===== config.mk =====
export PLATFORM = sky130hd
export DESIGN_NAME = roi_traffic_light_color_vote_core_flat
export DESIGN_NICKNAME = d
export VERILOG_FILES = /design/src/rtl/rvc_pkg.sv /design/src/rtl/rvc_ifs.sv /design/src/rtl/rvc_front.sv /design/src/rtl/rvc_fifo.sv /design/src/rtl/rvc_back.sv /design/src/rtl/roi_traffic_light_color_vote_core.sv /design/src/flat_wrapper.sv
export VERILOG_INCLUDE_DIRS = /design/src /design/src/rtl
export SDC_FILE = /design/constraint.sdc
export NUM_CORES = 1
export LEC_CHECK = 0
export ABC_CLOCK_PERIOD_IN_PS = 5900
export BUFFER_PORTS_ARGS = -buffer_cell sky130_fd_sc_hd__clkbuf_2
export CAP_MARGIN = 10
export CELL_PAD_IN_SITES_DETAIL_PLACEMENT = 0
export CELL_PAD_IN_SITES_GLOBAL_PLACEMENT = 1
export CORE_AREA = 4 4 210 212
export CTS_CLUSTER_SIZE = 10
export DETAILED_ROUTE_END_ITERATION = 16
export DIE_AREA = 0 0 214 216
export GPL_ROUTABILITY_DRIVEN = 0
export PLACE_DENSITY_LB_ADDON = 0.2
export SKIP_CTS_REPAIR_TIMING = 1
export SLEW_MARGIN = 0
export SYNTH_ARGS = -nofsm -noshare
export SYNTH_HDL_FRONTEND = slang
export SYNTH_HIERARCHICAL = 1
export SYNTH_SLANG_ARGS = --single-unit

===== constraint.sdc =====
create_clock -name clk -period 5.9 [get_ports clk]
set_input_delay 0.885 -clock clk [delete_from_list [all_inputs] [get_ports clk]]
set_output_delay 0.885 -clock clk [all_outputs]
set_load 0.05 [all_outputs]

===== src/rtl/assert_macros.svh =====
// assertion macros shared by the rvc rtl files
`ifndef ASSERT_MACROS_SVH
`define ASSERT_MACROS_SVH

// property must hold at every clock edge out of reset
`define ASSERT_ALWAYS(label, prop, msg) \
	label: assert property (@(posedge clk) disable iff (!arst_n) prop) else $error(msg);

// condition must never be seen at a clock edge out of reset
`define ASSERT_NEVER(label, cond, msg) \
	label: assert property (@(posedge clk) disable iff (!arst_n) !(cond)) else $error(msg);

`endif


===== src/rtl/rvc_pkg.sv =====
// types, constants and helper functions of the roi color vote block
`default_nettype none

package rvc_pkg;

	localparam int MAX_WIDTH  = 1024;
	localparam int MAX_HEIGHT = 1024;

	localparam int COL_W = (MAX_WIDTH > 1) ? $clog2(MAX_WIDTH) : 1;
	localparam int ROW_W = (MAX_HEIGHT > 1) ? $clog2(MAX_HEIGHT) : 1;

	localparam int CFG_W     = 11;
	localparam int THR_W     = 10;
	localparam int CFG_IDX_W = 3;
	localparam int CHAN_W    = 8;
	localparam int DIST_W    = CHAN_W + 2;
	localparam int TALLY_W   = 21;

	// compare width for column + 1 against the effective row length
	localparam int WRAP_W = (COL_W + 1 > CFG_W) ? COL_W + 1 : CFG_W;
	// signed compare width for the box test
	localparam int POS_W  = (COL_W > ROW_W) ? COL_W : ROW_W;
	localparam int BOX_W  = (POS_W + 1 > CFG_W + 2) ? POS_W + 1 : CFG_W + 2;

	localparam logic [TALLY_W-1:0] TALLY_MAX = {TALLY_W{1'b1}};

	localparam logic [CFG_W-1:0] WIDTH_RESET  = CFG_W'(1024);
	localparam logic [THR_W-1:0] THRESH_RESET = THR_W'(30);

	localparam int FIFO_DEPTH = 4;
	localparam int FIFO_AW    = $clog2(FIFO_DEPTH);

	localparam int NUM_COLORS = 3;

	typedef logic [CHAN_W-1:0] chan_t;

	// reference colors as blue, green, red
	localparam chan_t REF_COLOR [NUM_COLORS][3] = '{
		'{8'd115, 8'd191, 8'd57},
		'{8'd67,  8'd176, 8'd208},
		'{8'd55,  8'd49,  8'd208}
	};

	typedef enum logic [CFG_IDX_W-1:0] {
		REG_IMAGE_WIDTH     = 3'd0,
		REG_BOX_LEFT        = 3'd1,
		REG_BOX_TOP         = 3'd2,
		REG_BOX_WIDTH       = 3'd3,
		REG_BOX_HEIGHT      = 3'd4,
		REG_MATCH_THRESHOLD = 3'd5
	} reg_idx_t;

	typedef enum logic [1:0] {
		LIGHT_GREEN  = 2'd0,
		LIGHT_ORANGE = 2'd1,
		LIGHT_RED    = 2'd2,
		LIGHT_NONE   = 2'd3
	} light_t;

	typedef struct packed {
		logic        [CFG_W-1:0] image_width;
		logic signed [CFG_W-1:0] box_left;
		logic signed [CFG_W-1:0] box_top;
		logic        [CFG_W-1:0] box_width;
		logic        [CFG_W-1:0] box_height;
		logic        [THR_W-1:0] match_threshold;
	} cfg_t;

	// classified pixel passed from front to back
	typedef struct packed {
		light_t hit;
		logic   frame_end;
	} cls_t;

	// queue status seen by the front and back
	typedef struct packed {
		logic full;
		logic empty;
	} q_stat_t;

	function automatic chan_t abs_diff(input chan_t a, input chan_t b);
		return (a > b) ? chan_t'(a - b) : chan_t'(b - a);
	endfunction

endpackage

`default_nettype wire


===== src/rtl/rvc_ifs.sv =====
// valid/ready channel interfaces: pixel in, vote out, register write
`default_nettype none

interface rvc_pix_if;
	import rvc_pkg::*;
	logic              valid;
	logic              ready;
	logic [CHAN_W-1:0] blue;
	logic [CHAN_W-1:0] green;
	logic [CHAN_W-1:0] red;
	logic              frame_end;
	modport source (output valid, blue, green, red, frame_end, input ready);
	modport sink (input valid, blue, green, red, frame_end, output ready);
endinterface

interface rvc_vote_if;
	import rvc_pkg::*;
	logic               valid;
	logic               ready;
	logic [1:0]         signal_color;
	logic [TALLY_W-1:0] green_hits;
	logic [TALLY_W-1:0] orange_hits;
	logic [TALLY_W-1:0] red_hits;
	modport source (output valid, signal_color, green_hits, orange_hits, red_hits, input ready);
	modport sink (input valid, signal_color, green_hits, orange_hits, red_hits, output ready);
endinterface

interface rvc_cfg_if;
	import rvc_pkg::*;
	logic                 valid;
	logic                 ready;
	logic [CFG_IDX_W-1:0] index;
	logic [CFG_W-1:0]     data;
	modport source (output valid, index, data, input ready);
	modport sink (input valid, index, data, output ready);
endinterface

`default_nettype wire


===== src/rtl/rvc_front.sv =====
// front: position tracking, box test and color classification
`default_nettype none

module rvc_front (
	input  logic          clk,
	input  logic          arst_n,
	input  rvc_pkg::cfg_t cfg,
	rvc_pix_if.sink       pix,
	input  rvc_pkg::q_stat_t q_stat,
	output logic          push,
	output rvc_pkg::cls_t push_data
);
	import rvc_pkg::*;

	logic [COL_W-1:0] col_q;
	logic [ROW_W-1:0] row_q;

	logic              valid_s1;
	chan_t             blue_s1;
	chan_t             green_s1;
	chan_t             red_s1;
	logic              in_box_s1;
	logic              frame_end_s1;

	logic              accept;
	logic [WRAP_W-1:0] eff_w;
	logic [WRAP_W-1:0] col_inc;
	logic [ROW_W:0]    row_inc;

	logic signed [BOX_W-1:0] col_s;
	logic signed [BOX_W-1:0] row_s;
	logic signed [BOX_W-1:0] left_s;
	logic signed [BOX_W-1:0] right_s;
	logic signed [BOX_W-1:0] top_s;
	logic signed [BOX_W-1:0] bottom_s;
	logic                    in_box;

	logic [DIST_W-1:0] color_dist [NUM_COLORS];
	logic [NUM_COLORS-1:0] match;

	assign pix.ready = !valid_s1 || !q_stat.full;
	assign accept    = pix.valid && pix.ready;
	assign push      = valid_s1 && !q_stat.full;

	// effective row length: zero acts as one, clamp at the maximum
	always_comb begin
		if (cfg.image_width == '0) begin
			eff_w = WRAP_W'(1);
		end else if (WRAP_W'(cfg.image_width) > WRAP_W'(MAX_WIDTH)) begin
			eff_w = WRAP_W'(MAX_WIDTH);
		end else begin
			eff_w = WRAP_W'(cfg.image_width);
		end
	end

	assign col_inc = WRAP_W'(col_q) + WRAP_W'(1);
	assign row_inc = {1'b0, row_q} + (ROW_W+1)'(1);

	// box test on the current position
	assign col_s    = signed'(BOX_W'(col_q));
	assign row_s    = signed'(BOX_W'(row_q));
	assign left_s   = BOX_W'(cfg.box_left);
	assign top_s    = BOX_W'(cfg.box_top);
	assign right_s  = left_s + signed'(BOX_W'(cfg.box_width));
	assign bottom_s = top_s + signed'(BOX_W'(cfg.box_height));
	assign in_box   = (col_s >= left_s) && (col_s < right_s) &&
	                  (row_s >= top_s) && (row_s < bottom_s);

	always_ff @(posedge clk or negedge arst_n) begin
		if (!arst_n) begin
			col_q    <= '0;
			row_q    <= '0;
			valid_s1 <= 1'b0;
		end else begin
			if (accept) begin
				valid_s1 <= 1'b1;
				if (pix.frame_end) begin
					col_q <= '0;
					row_q <= '0;
				end else if (col_inc >= eff_w) begin
					col_q <= '0;
					if (row_inc < (ROW_W+1)'(MAX_HEIGHT)) begin
						row_q <= row_inc[ROW_W-1:0];
					end
				end else begin
					col_q <= col_inc[COL_W-1:0];
				end
			end else if (push) begin
				valid_s1 <= 1'b0;
			end
		end
	end

	always_ff @(posedge clk) begin
		if (accept) begin
			blue_s1      <= pix.blue;
			green_s1     <= pix.green;
			red_s1       <= pix.red;
			in_box_s1    <= in_box;
			frame_end_s1 <= pix.frame_end;
		end
	end

	// sum of absolute channel differences against each reference
	always_comb begin
		for (int k = 0; k < NUM_COLORS; k++) begin
			color_dist[k] = DIST_W'(abs_diff(blue_s1, REF_COLOR[k][0])) +
			                DIST_W'(abs_diff(green_s1, REF_COLOR[k][1])) +
			                DIST_W'(abs_diff(red_s1, REF_COLOR[k][2]));
			match[k] = in_box_s1 && (color_dist[k] < cfg.match_threshold);
		end
	end

	// first match wins, in the order green, orange, red
	always_comb begin
		push_data.frame_end = frame_end_s1;
		priority if (match[0]) begin
			push_data.hit = LIGHT_GREEN;
		end else if (match[1]) begin
			push_data.hit = LIGHT_ORANGE;
		end else if (match[2]) begin
			push_data.hit = LIGHT_RED;
		end else begin
			push_data.hit = LIGHT_NONE;
		end
	end

endmodule

`default_nettype wire


===== src/rtl/rvc_fifo.sv =====
// short queue of classified pixels between front and back
`default_nettype none
`include "assert_macros.svh"

module rvc_fifo (
	input  logic              clk,
	input  logic              arst_n,
	input  logic              wr_en,
	input  rvc_pkg::cls_t     wr_data,
	input  logic              rd_en,
	output rvc_pkg::cls_t     rd_data,
	output rvc_pkg::q_stat_t  stat
);
	import rvc_pkg::*;

	cls_t               mem_q [FIFO_DEPTH];
	logic [FIFO_AW-1:0] wr_ptr_q;
	logic [FIFO_AW-1:0] rd_ptr_q;
	logic [FIFO_AW:0]   count_q;

	assign stat.full  = (count_q == (FIFO_AW+1)'(FIFO_DEPTH));
	assign stat.empty = (count_q == '0);
	assign rd_data    = mem_q[rd_ptr_q];

	always_ff @(posedge clk or negedge arst_n) begin
		if (!arst_n) begin
			wr_ptr_q <= '0;
			rd_ptr_q <= '0;
			count_q  <= '0;
		end else begin
			if (wr_en) begin
				wr_ptr_q <= wr_ptr_q + 1'b1;
			end
			if (rd_en) begin
				rd_ptr_q <= rd_ptr_q + 1'b1;
			end
			unique case ({wr_en, rd_en})
				2'b10:   count_q <= count_q + 1'b1;
				2'b01:   count_q <= count_q - 1'b1;
				default: count_q <= count_q;
			endcase
		end
	end

	always_ff @(posedge clk) begin
		if (wr_en) begin
			mem_q[wr_ptr_q] <= wr_data;
		end
	end

	`ASSERT_NEVER(a_fifo_overflow, wr_en && stat.full, "write into full queue")
	`ASSERT_NEVER(a_fifo_underflow, rd_en && stat.empty, "read from empty queue")
	`ASSERT_ALWAYS(a_fifo_count, (wr_en && !rd_en) |=> (count_q == $past(count_q) + 1'b1), "count lost a write")

endmodule

`default_nettype wire


===== src/rtl/rvc_back.sv =====
// back: tally update, majority vote and result register
`default_nettype none
`include "assert_macros.svh"

module rvc_back (
	input  logic             clk,
	input  logic             arst_n,
	input  rvc_pkg::cls_t    head,
	input  rvc_pkg::q_stat_t q_stat,
	output logic             pop,
	rvc_vote_if.source       vote
);
	import rvc_pkg::*;

	logic [TALLY_W-1:0] green_tally_q;
	logic [TALLY_W-1:0] orange_tally_q;
	logic [TALLY_W-1:0] red_tally_q;
	logic [TALLY_W-1:0] green_nxt;
	logic [TALLY_W-1:0] orange_nxt;
	logic [TALLY_W-1:0] red_nxt;

	logic               vote_valid_q;
	light_t             light_q;
	logic [TALLY_W-1:0] green_hits_q;
	logic [TALLY_W-1:0] orange_hits_q;
	logic [TALLY_W-1:0] red_hits_q;

	logic               out_free;
	light_t             light_nxt;

	// a frame end needs the result register, other items never stall
	assign out_free = !vote_valid_q || vote.ready;
	assign pop      = !q_stat.empty && (!head.frame_end || out_free);

	// saturating tally increment
	always_comb begin
		green_nxt  = green_tally_q;
		orange_nxt = orange_tally_q;
		red_nxt    = red_tally_q;
		unique case (head.hit)
			LIGHT_GREEN:  if (green_tally_q != TALLY_MAX) green_nxt = green_tally_q + 1'b1;
			LIGHT_ORANGE: if (orange_tally_q != TALLY_MAX) orange_nxt = orange_tally_q + 1'b1;
			LIGHT_RED:    if (red_tally_q != TALLY_MAX) red_nxt = red_tally_q + 1'b1;
			default:      ;
		endcase
	end

	// strictly highest tally wins, anything else is none
	always_comb begin
		priority if (green_nxt > orange_nxt && green_nxt > red_nxt) begin
			light_nxt = LIGHT_GREEN;
		end else if (orange_nxt > green_nxt && orange_nxt > red_nxt) begin
			light_nxt = LIGHT_ORANGE;
		end else if (red_nxt > green_nxt && red_nxt > orange_nxt) begin
			light_nxt = LIGHT_RED;
		end else begin
			light_nxt = LIGHT_NONE;
		end
	end

	always_ff @(posedge clk or negedge arst_n) begin
		if (!arst_n) begin
			green_tally_q  <= '0;
			orange_tally_q <= '0;
			red_tally_q    <= '0;
			vote_valid_q   <= 1'b0;
		end else begin
			if (pop && head.frame_end) begin
				green_tally_q  <= '0;
				orange_tally_q <= '0;
				red_tally_q    <= '0;
				vote_valid_q   <= 1'b1;
			end else begin
				if (pop) begin
					green_tally_q  <= green_nxt;
					orange_tally_q <= orange_nxt;
					red_tally_q    <= red_nxt;
				end
				if (vote.ready) begin
					vote_valid_q <= 1'b0;
				end
			end
		end
	end

	always_ff @(posedge clk) begin
		if (pop && head.frame_end) begin
			light_q       <= light_nxt;
			green_hits_q  <= green_nxt;
			orange_hits_q <= orange_nxt;
			red_hits_q    <= red_nxt;
		end
	end

	assign vote.valid        = vote_valid_q;
	assign vote.signal_color = light_q;
	assign vote.green_hits   = green_hits_q;
	assign vote.orange_hits  = orange_hits_q;
	assign vote.red_hits     = red_hits_q;

	`ASSERT_ALWAYS(a_back_clear, (pop && head.frame_end) |=> (green_tally_q == '0 && orange_tally_q == '0 && red_tally_q == '0), "tallies not cleared after frame end")
	`ASSERT_ALWAYS(a_back_green, (vote_valid_q && light_q == LIGHT_GREEN) |-> (green_hits_q > orange_hits_q && green_hits_q > red_hits_q), "green vote without a strict majority")
	`ASSERT_ALWAYS(a_back_rise, $rose(vote_valid_q) |-> $past(pop && head.frame_end), "result without a frame end")

endmodule

`default_nettype wire


===== src/rtl/roi_traffic_light_color_vote_core.sv =====
// top level of the roi traffic light color vote block
`default_nettype none

// channel  dir  payload                                           moves
// pix      in   blue, green, red, frame_end                       one pixel item
// vote     out  signal_color, green_hits, orange_hits, red_hits   one result item per frame
// cfg      in   index, data                                       one register write
//
// one pixel item per clock sustained while the queue has room; after acceptance a pixel reaches the tallies
// (position and box test into stage 1, classify into the queue, tally as it leaves the queue)
// a frame's vote is registered as its last pixel leaves the queue and the vote register is free;
// reset clears position, tallies, queue and result valid
// only a last pixel waits on a busy vote register; the four-entry queue absorbs that until it
// fills, then pix.ready drops; cfg.ready is always high and registers reset to their defaults

module roi_traffic_light_color_vote_core (
	input  logic       clk,
	input  logic       arst_n,
	rvc_pix_if.sink    pix,
	rvc_vote_if.source vote,
	rvc_cfg_if.sink    cfg
);
	import rvc_pkg::*;

	cfg_t    cfg_q;
	logic    push;
	logic    pop;
	cls_t    push_data;
	cls_t    head;
	q_stat_t q_stat;

	// register file, writes outside the list are dropped
	assign cfg.ready = 1'b1;

	always_ff @(posedge clk or negedge arst_n) begin
		if (!arst_n) begin
			cfg_q.image_width     <= WIDTH_RESET;
			cfg_q.box_left        <= '0;
			cfg_q.box_top         <= '0;
			cfg_q.box_width       <= '0;
			cfg_q.box_height      <= '0;
			cfg_q.match_threshold <= THRESH_RESET;
		end else if (cfg.valid) begin
			unique case (reg_idx_t'(cfg.index))
				REG_IMAGE_WIDTH:     cfg_q.image_width     <= cfg.data;
				REG_BOX_LEFT:        cfg_q.box_left        <= cfg.data;
				REG_BOX_TOP:         cfg_q.box_top         <= cfg.data;
				REG_BOX_WIDTH:       cfg_q.box_width       <= cfg.data;
				REG_BOX_HEIGHT:      cfg_q.box_height      <= cfg.data;
				REG_MATCH_THRESHOLD: cfg_q.match_threshold <= cfg.data[THR_W-1:0];
				default:             ;
			endcase
		end
	end

	// front: tracks column/row, tests the box, classifies each pixel
	rvc_front u_front (
		.clk       (clk),
		.arst_n    (arst_n),
		.cfg       (cfg_q),
		.pix       (pix),
		.q_stat    (q_stat),
		.push      (push),
		.push_data (push_data)
	);

	// queue decouples pixel intake from result delivery
	rvc_fifo u_fifo (
		.clk     (clk),
		.arst_n  (arst_n),
		.wr_en   (push),
		.wr_data (push_data),
		.rd_en   (pop),
		.rd_data (head),
		.stat    (q_stat)
	);

	// back: counts hits, votes on the last pixel, holds the result
	rvc_back u_back (
		.clk    (clk),
		.arst_n (arst_n),
		.head   (head),
		.q_stat (q_stat),
		.pop    (pop),
		.vote   (vote)
	);

endmodule

`default_nettype wire


===== src/flat_wrapper.sv =====
// flat-port wrapper written by rule: the top's interface ports become plain ports
module roi_traffic_light_color_vote_core_flat import rvc_pkg::*;
  (clk, arst_n, pix_valid, pix_blue, pix_green, pix_red, pix_frame_end, pix_ready, vote_valid, vote_signal_color, vote_green_hits, vote_orange_hits, vote_red_hits, vote_ready, cfg_valid, cfg_index, cfg_data, cfg_ready);
  rvc_pix_if pix_i ();
  rvc_vote_if vote_i ();
  rvc_cfg_if cfg_i ();
  input  logic clk;
  input  logic arst_n;
  input wire logic [$bits(pix_i.valid)-1:0] pix_valid;
  input wire logic [$bits(pix_i.blue)-1:0] pix_blue;
  input wire logic [$bits(pix_i.green)-1:0] pix_green;
  input wire logic [$bits(pix_i.red)-1:0] pix_red;
  input wire logic [$bits(pix_i.frame_end)-1:0] pix_frame_end;
  output wire logic [$bits(pix_i.ready)-1:0] pix_ready;
  output wire logic [$bits(vote_i.valid)-1:0] vote_valid;
  output wire logic [$bits(vote_i.signal_color)-1:0] vote_signal_color;
  output wire logic [$bits(vote_i.green_hits)-1:0] vote_green_hits;
  output wire logic [$bits(vote_i.orange_hits)-1:0] vote_orange_hits;
  output wire logic [$bits(vote_i.red_hits)-1:0] vote_red_hits;
  input wire logic [$bits(vote_i.ready)-1:0] vote_ready;
  input wire logic [$bits(cfg_i.valid)-1:0] cfg_valid;
  input wire logic [$bits(cfg_i.index)-1:0] cfg_index;
  input wire logic [$bits(cfg_i.data)-1:0] cfg_data;
  output wire logic [$bits(cfg_i.ready)-1:0] cfg_ready;
  assign pix_i.valid = pix_valid;
  assign pix_i.blue = pix_blue;
  assign pix_i.green = pix_green;
  assign pix_i.red = pix_red;
  assign pix_i.frame_end = pix_frame_end;
  assign pix_ready = pix_i.ready;
  assign vote_valid = vote_i.valid;
  assign vote_signal_color = vote_i.signal_color;
  assign vote_green_hits = vote_i.green_hits;
  assign vote_orange_hits = vote_i.orange_hits;
  assign vote_red_hits = vote_i.red_hits;
  assign vote_i.ready = vote_ready;
  assign cfg_i.valid = cfg_valid;
  assign cfg_i.index = cfg_index;
  assign cfg_i.data = cfg_data;
  assign cfg_ready = cfg_i.ready;
  roi_traffic_light_color_vote_core u_core (.clk(clk), .arst_n(arst_n), .pix(pix_i), .vote(vote_i), .cfg(cfg_i));
endmodule

==> summary.md <==
| Metric | Value |
|---|---|
| Worst r2r src | `u_core/u_front/blue_s1[3]$_DFFE_PP_` |
| Final worst path period share | `89.4%` |
| Slew Limit Fails | `0` |
| Worst r2r path cells | `20` |
| Maximum vdd drop | `0.285 mV` |
| Fin crit period | `5270 ps` |
| Ys Warns | `6` |
| Unrepaired setup endpoints after global routing | `false` |
| Worst min-delay path class | `input port to async pin` |
| P&R area growth vs syn | `11.4%` |
| H-tree levels | `2` |
| Rows | `75` |
| Outcome | `finished, final reports clean` |
| EDFF count, synth | `103` |
| Clk Tree Root Cell | `clkbuf_16` |
| Post-DP HPWL | `36.5 mm` |
| Final setup TNS | `0 ps` |
| CP Launch Type | `flop` |
| Grt ovf | `0` |
| Syn Area/Cell | `10.1 um^2` |
| Post-Synth XOR/XNOR Area | `6.05%` |
| Antenna violations before repair | `0` |
| Placed cell area | `20,000 um^2` |
| CP Capture Type | `flop` |
| CTS buffer count | `34` |
| Total vias in the final route | `14,300` |
| Post-synthesis sequential area ratio | `37.2%` |
| Post-Syn Nets | `2,162` |
| # IOs | `112` |
| Input/output buffers | `110` |
| Mux cell area share after synthesis | `5.65%` |
| Placed Instances | `2,485` |
| Die Height | `216 um` |
| WS Path Type | `flop to flop` |
| Min Hold Slack | `253 ps` |
| Clock sinks | `260` |
| Clock Skews | `19.4 ps` |
| CTS clk-pin slew, worst paths | `50 ps` |
| Slew Limit Headroom | `25.6%` |
| Worst Path Max Fanout | `8` |
| Post-Syn Area | `18,900 um^2` |
| Simple-gate area share of the yosys netlist | `12.4%` |
| Initial core utilization | `45.1%` |
| CP Launch Point | `u_core/u_front/blue_s1[3]$_DFFE_PP_` |
| Worst-skew pair later-pin latency | `540 ps` |
| Worst endpoint required time | `6160 ps` |
| FF-to-FF End | `u_core/u_fifo/mem_q[1][1]$_DFFE_PP_` |
| CP arrival | `5530 ps` |
| First-pass GRT wire length | `77.9 mm` |
| Post-route insts no fill | `2,547` |
| Core area | `41,900 um^2` |
| CTS tree | `built` |
| Final hold vios | `0` |
| Leakage power | `9.67 nW` |
| GRT Util Overall | `20.8%` |
| # DRC | `0` |
| # setup viols final | `0` |
| Complex-gate fraction of the synthesized area | `16.3%` |
| Met3 WL | `1.89 mm` |
| Initial DRT Pass Iterations | `5` |
| Cells after synthesis | `1,872` |
| Design area | `21,100 um^2` |
| DR iter-0 viols | `688` |
| Fraction of registers with async set/reset | `60.4%` |
| Metal-1 WL | `22.1 mm` |
| Final net count | `2,272` |
| Max Used Layer | `met4` |
| Fillers | `3,884` |
| Vias per std cell | `5.63` |
| Worst Max-Slew Pin Slew | `1120 ps` |
| CTS max path bufs | `3` |
| WL met2 | `23.6 mm` |
| Synth Area in Adders | `17.5%` |
| Vias in the first global route | `14,200` |
| Ratio of cells with drive above 1 in the final layout | `13.2%` |
| Die Area | `46,200 um^2` |
| PD cells | `483 nW/um^2` |
| Area of the multi-input gates | `10,900 um^2` |
| Largest family of logic cells by synthesized area | `adder cells` |
| WL per Instance | `19.1 um` |
| Antenna viol nets, final | `0` |
| Max-Cap Viols | `0` |
| DRT Wirelength | `48.6 mm` |
| Register Area | `7030 um^2` |
| Die W | `214 um` |
| Register bit total from synthesis | `260` |
| Synth Flop Type | `dfrtp_1` |
| Distinct cells, synth | `97` |
| Largest net degree at the start of global routing | `72` |
| Max frequency | `190 MHz` |
| R2r setup slk | `630 ps` |
-- sequential cells by signal (all words and copies together), names as in the netlist, 12 cells and up --
signal,cells
u_core/cfg_q,65
u_core/u_back/green_tally_q,21
u_core/u_back/orange_tally_q,21
u_core/u_back/red_tally_q,21
u_core/u_back/vote.green_hits,21
u_core/u_back/vote.orange_hits,21
u_core/u_back/vote.red_hits,21
u_core/u_fifo/mem_q,12
-- per-stage QoR --
step                      setup slack (ps)  utilization [%]  power (mW)
final                                  627             50.2        10.2
after global routing                  53.9             50.2        11.0
after CTS                              604             50.2        10.3
after detailed placement               635             47.7        8.25
after global placement                 682             47.7        8.11
after floorplan                       1030                -        6.89
-- placed cells by master, fill, tap and decap left out, drive strengths merged, types with 6 or more instances in the layout --
cell type  synthesis  layout
and3              17      17
ha               216     216
o31ai             35      35
or2               11      11
buf               23      21
inv              169     171
o21a              10      10
or3                9       9
nand2            159     159
nor4              10      10
a21oi             78      78
nand2b            24      24
nand4             30      30
xor2              57      57
a211oi            20      20
o21ai            163     163
o21bai             7       7
clkinv             2       6
and4               8       8
xnor2             71      71
edfxtp           103     103
and2              10      10
mux2i             11      11
a22o              15      15
clkbuf            33     162
o211ai            12      12
a31oi             24      24
nand3             48      48
dfrtp            152     152
a21o              40      40
nor2              79      79
nor3              20      20
or4                8       8
mux2              69      69
o22ai              8       8
fa                30      30
nor2b             17      17
-- worst max-delay path, stage by stage (launching register included) --
cell and delay (ps):
edfxtp_1 500, inv_1 250, ha_1 330, a21oi_1 150, a31oi_2 440, mux2_2 410, fa_1 540, ha_1 180
inv_1 60, fa_1 390, nor2b_1 110, o21ai_0 90, a21boi_0 290, o21ai_0 130, nand2b_1 120, a21oi_1 70
nor2_1 120, ha_1 260, a211oi_1 220, o21ai_0 160, o41a_1 180
-- layout make-up --
cell class	count	share of cell area, %
Clock buffer	53	4.58
Sequential cell	260	33.4
Timing Repair Buffer	130	3.36
Clock inverter	8	0.392
Inverter	171	3.06
Multi-Input combinational cell	1385	52.0
Tap cell	539	3.20
Antenna cell	1	0.0119
-- per-layer routing --
metal	global-route usage, %	vias to the layer above
li1	-	6985
met4	5.55	0
met1	27.6	7018
met2	36.0	278
met5	0	-
met3	2.63	60
-- cell families (layout without fill, tap and decap cells) --
| group | Yosys count | after routing |
|---|---|---|
| other | 1 | 2 |
| and+or+nand+nor | 461 | 461 |
| muxes | 83 | 83 |
| xor gates and xnor gates | 128 | 128 |
| adders and majority gates | 246 | 246 |
| DFF | 260 | 260 |
| AOI/OAI and AO/OA | 466 | 466 |
| buffers and inverters | 227 | 362 |
-- worst max path at each step --
stage / slack, ps / cells after the start / endpoint
CTS: 600 / 23 / u_core/u_fifo/mem_q[1][1]$_DFFE_PP_
global placement: 680 / 23 / u_core/u_fifo/mem_q[0][1]$_DFFE_PP_
detailed placement: 630 / 23 / u_core/u_fifo/mem_q[0][1]$_DFFE_PP_
finish: 630 / 20 / u_core/u_fifo/mem_q[1][1]$_DFFE_PP_
global route: 50 / 22 / u_core/u_fifo/mem_q[1][1]$_DFFE_PP_
floorplan: 1030 / 23 / u_core/u_fifo/mem_q[0][1]$_DFFE_PP_
-- where the power goes --
part | leakage, nW | switching, mW | total, mW | internal (mW)
registers | 3.04 | 0.287 | 2.76 | 2.47
logic | 6.13 | 3.48 | 5.44 | 1.95
clock network | 0.502 | 0.808 | 1.98 | 1.17
-- cell usage after synthesis (24+ instances only) --
library cell | n | area [um^2]
nand2_1 | 158 | 593
a21oi_1 | 78 | 390
nor2_1 | 79 | 297
nand3_1 | 47 | 235
nand4_1 | 30 | 188
o21ai_0 | 153 | 766
clkbuf_1 | 32 | 120
xor2_1 | 54 | 473
edfxtp_1 | 103 | 3090
ha_1 | 216 | 2700
inv_1 | 169 | 634
a21o_1 | 40 | 300
o31ai_1 | 33 | 248
dfrtp_1 | 152 | 3800
nand2b_1 | 24 | 150
mux2_1 | 30 | 338
fa_1 | 30 | 601
mux2_4 | 30 | 450
xnor2_1 | 71 | 622
Note: power is estimated with default switching activity, not from simulation.
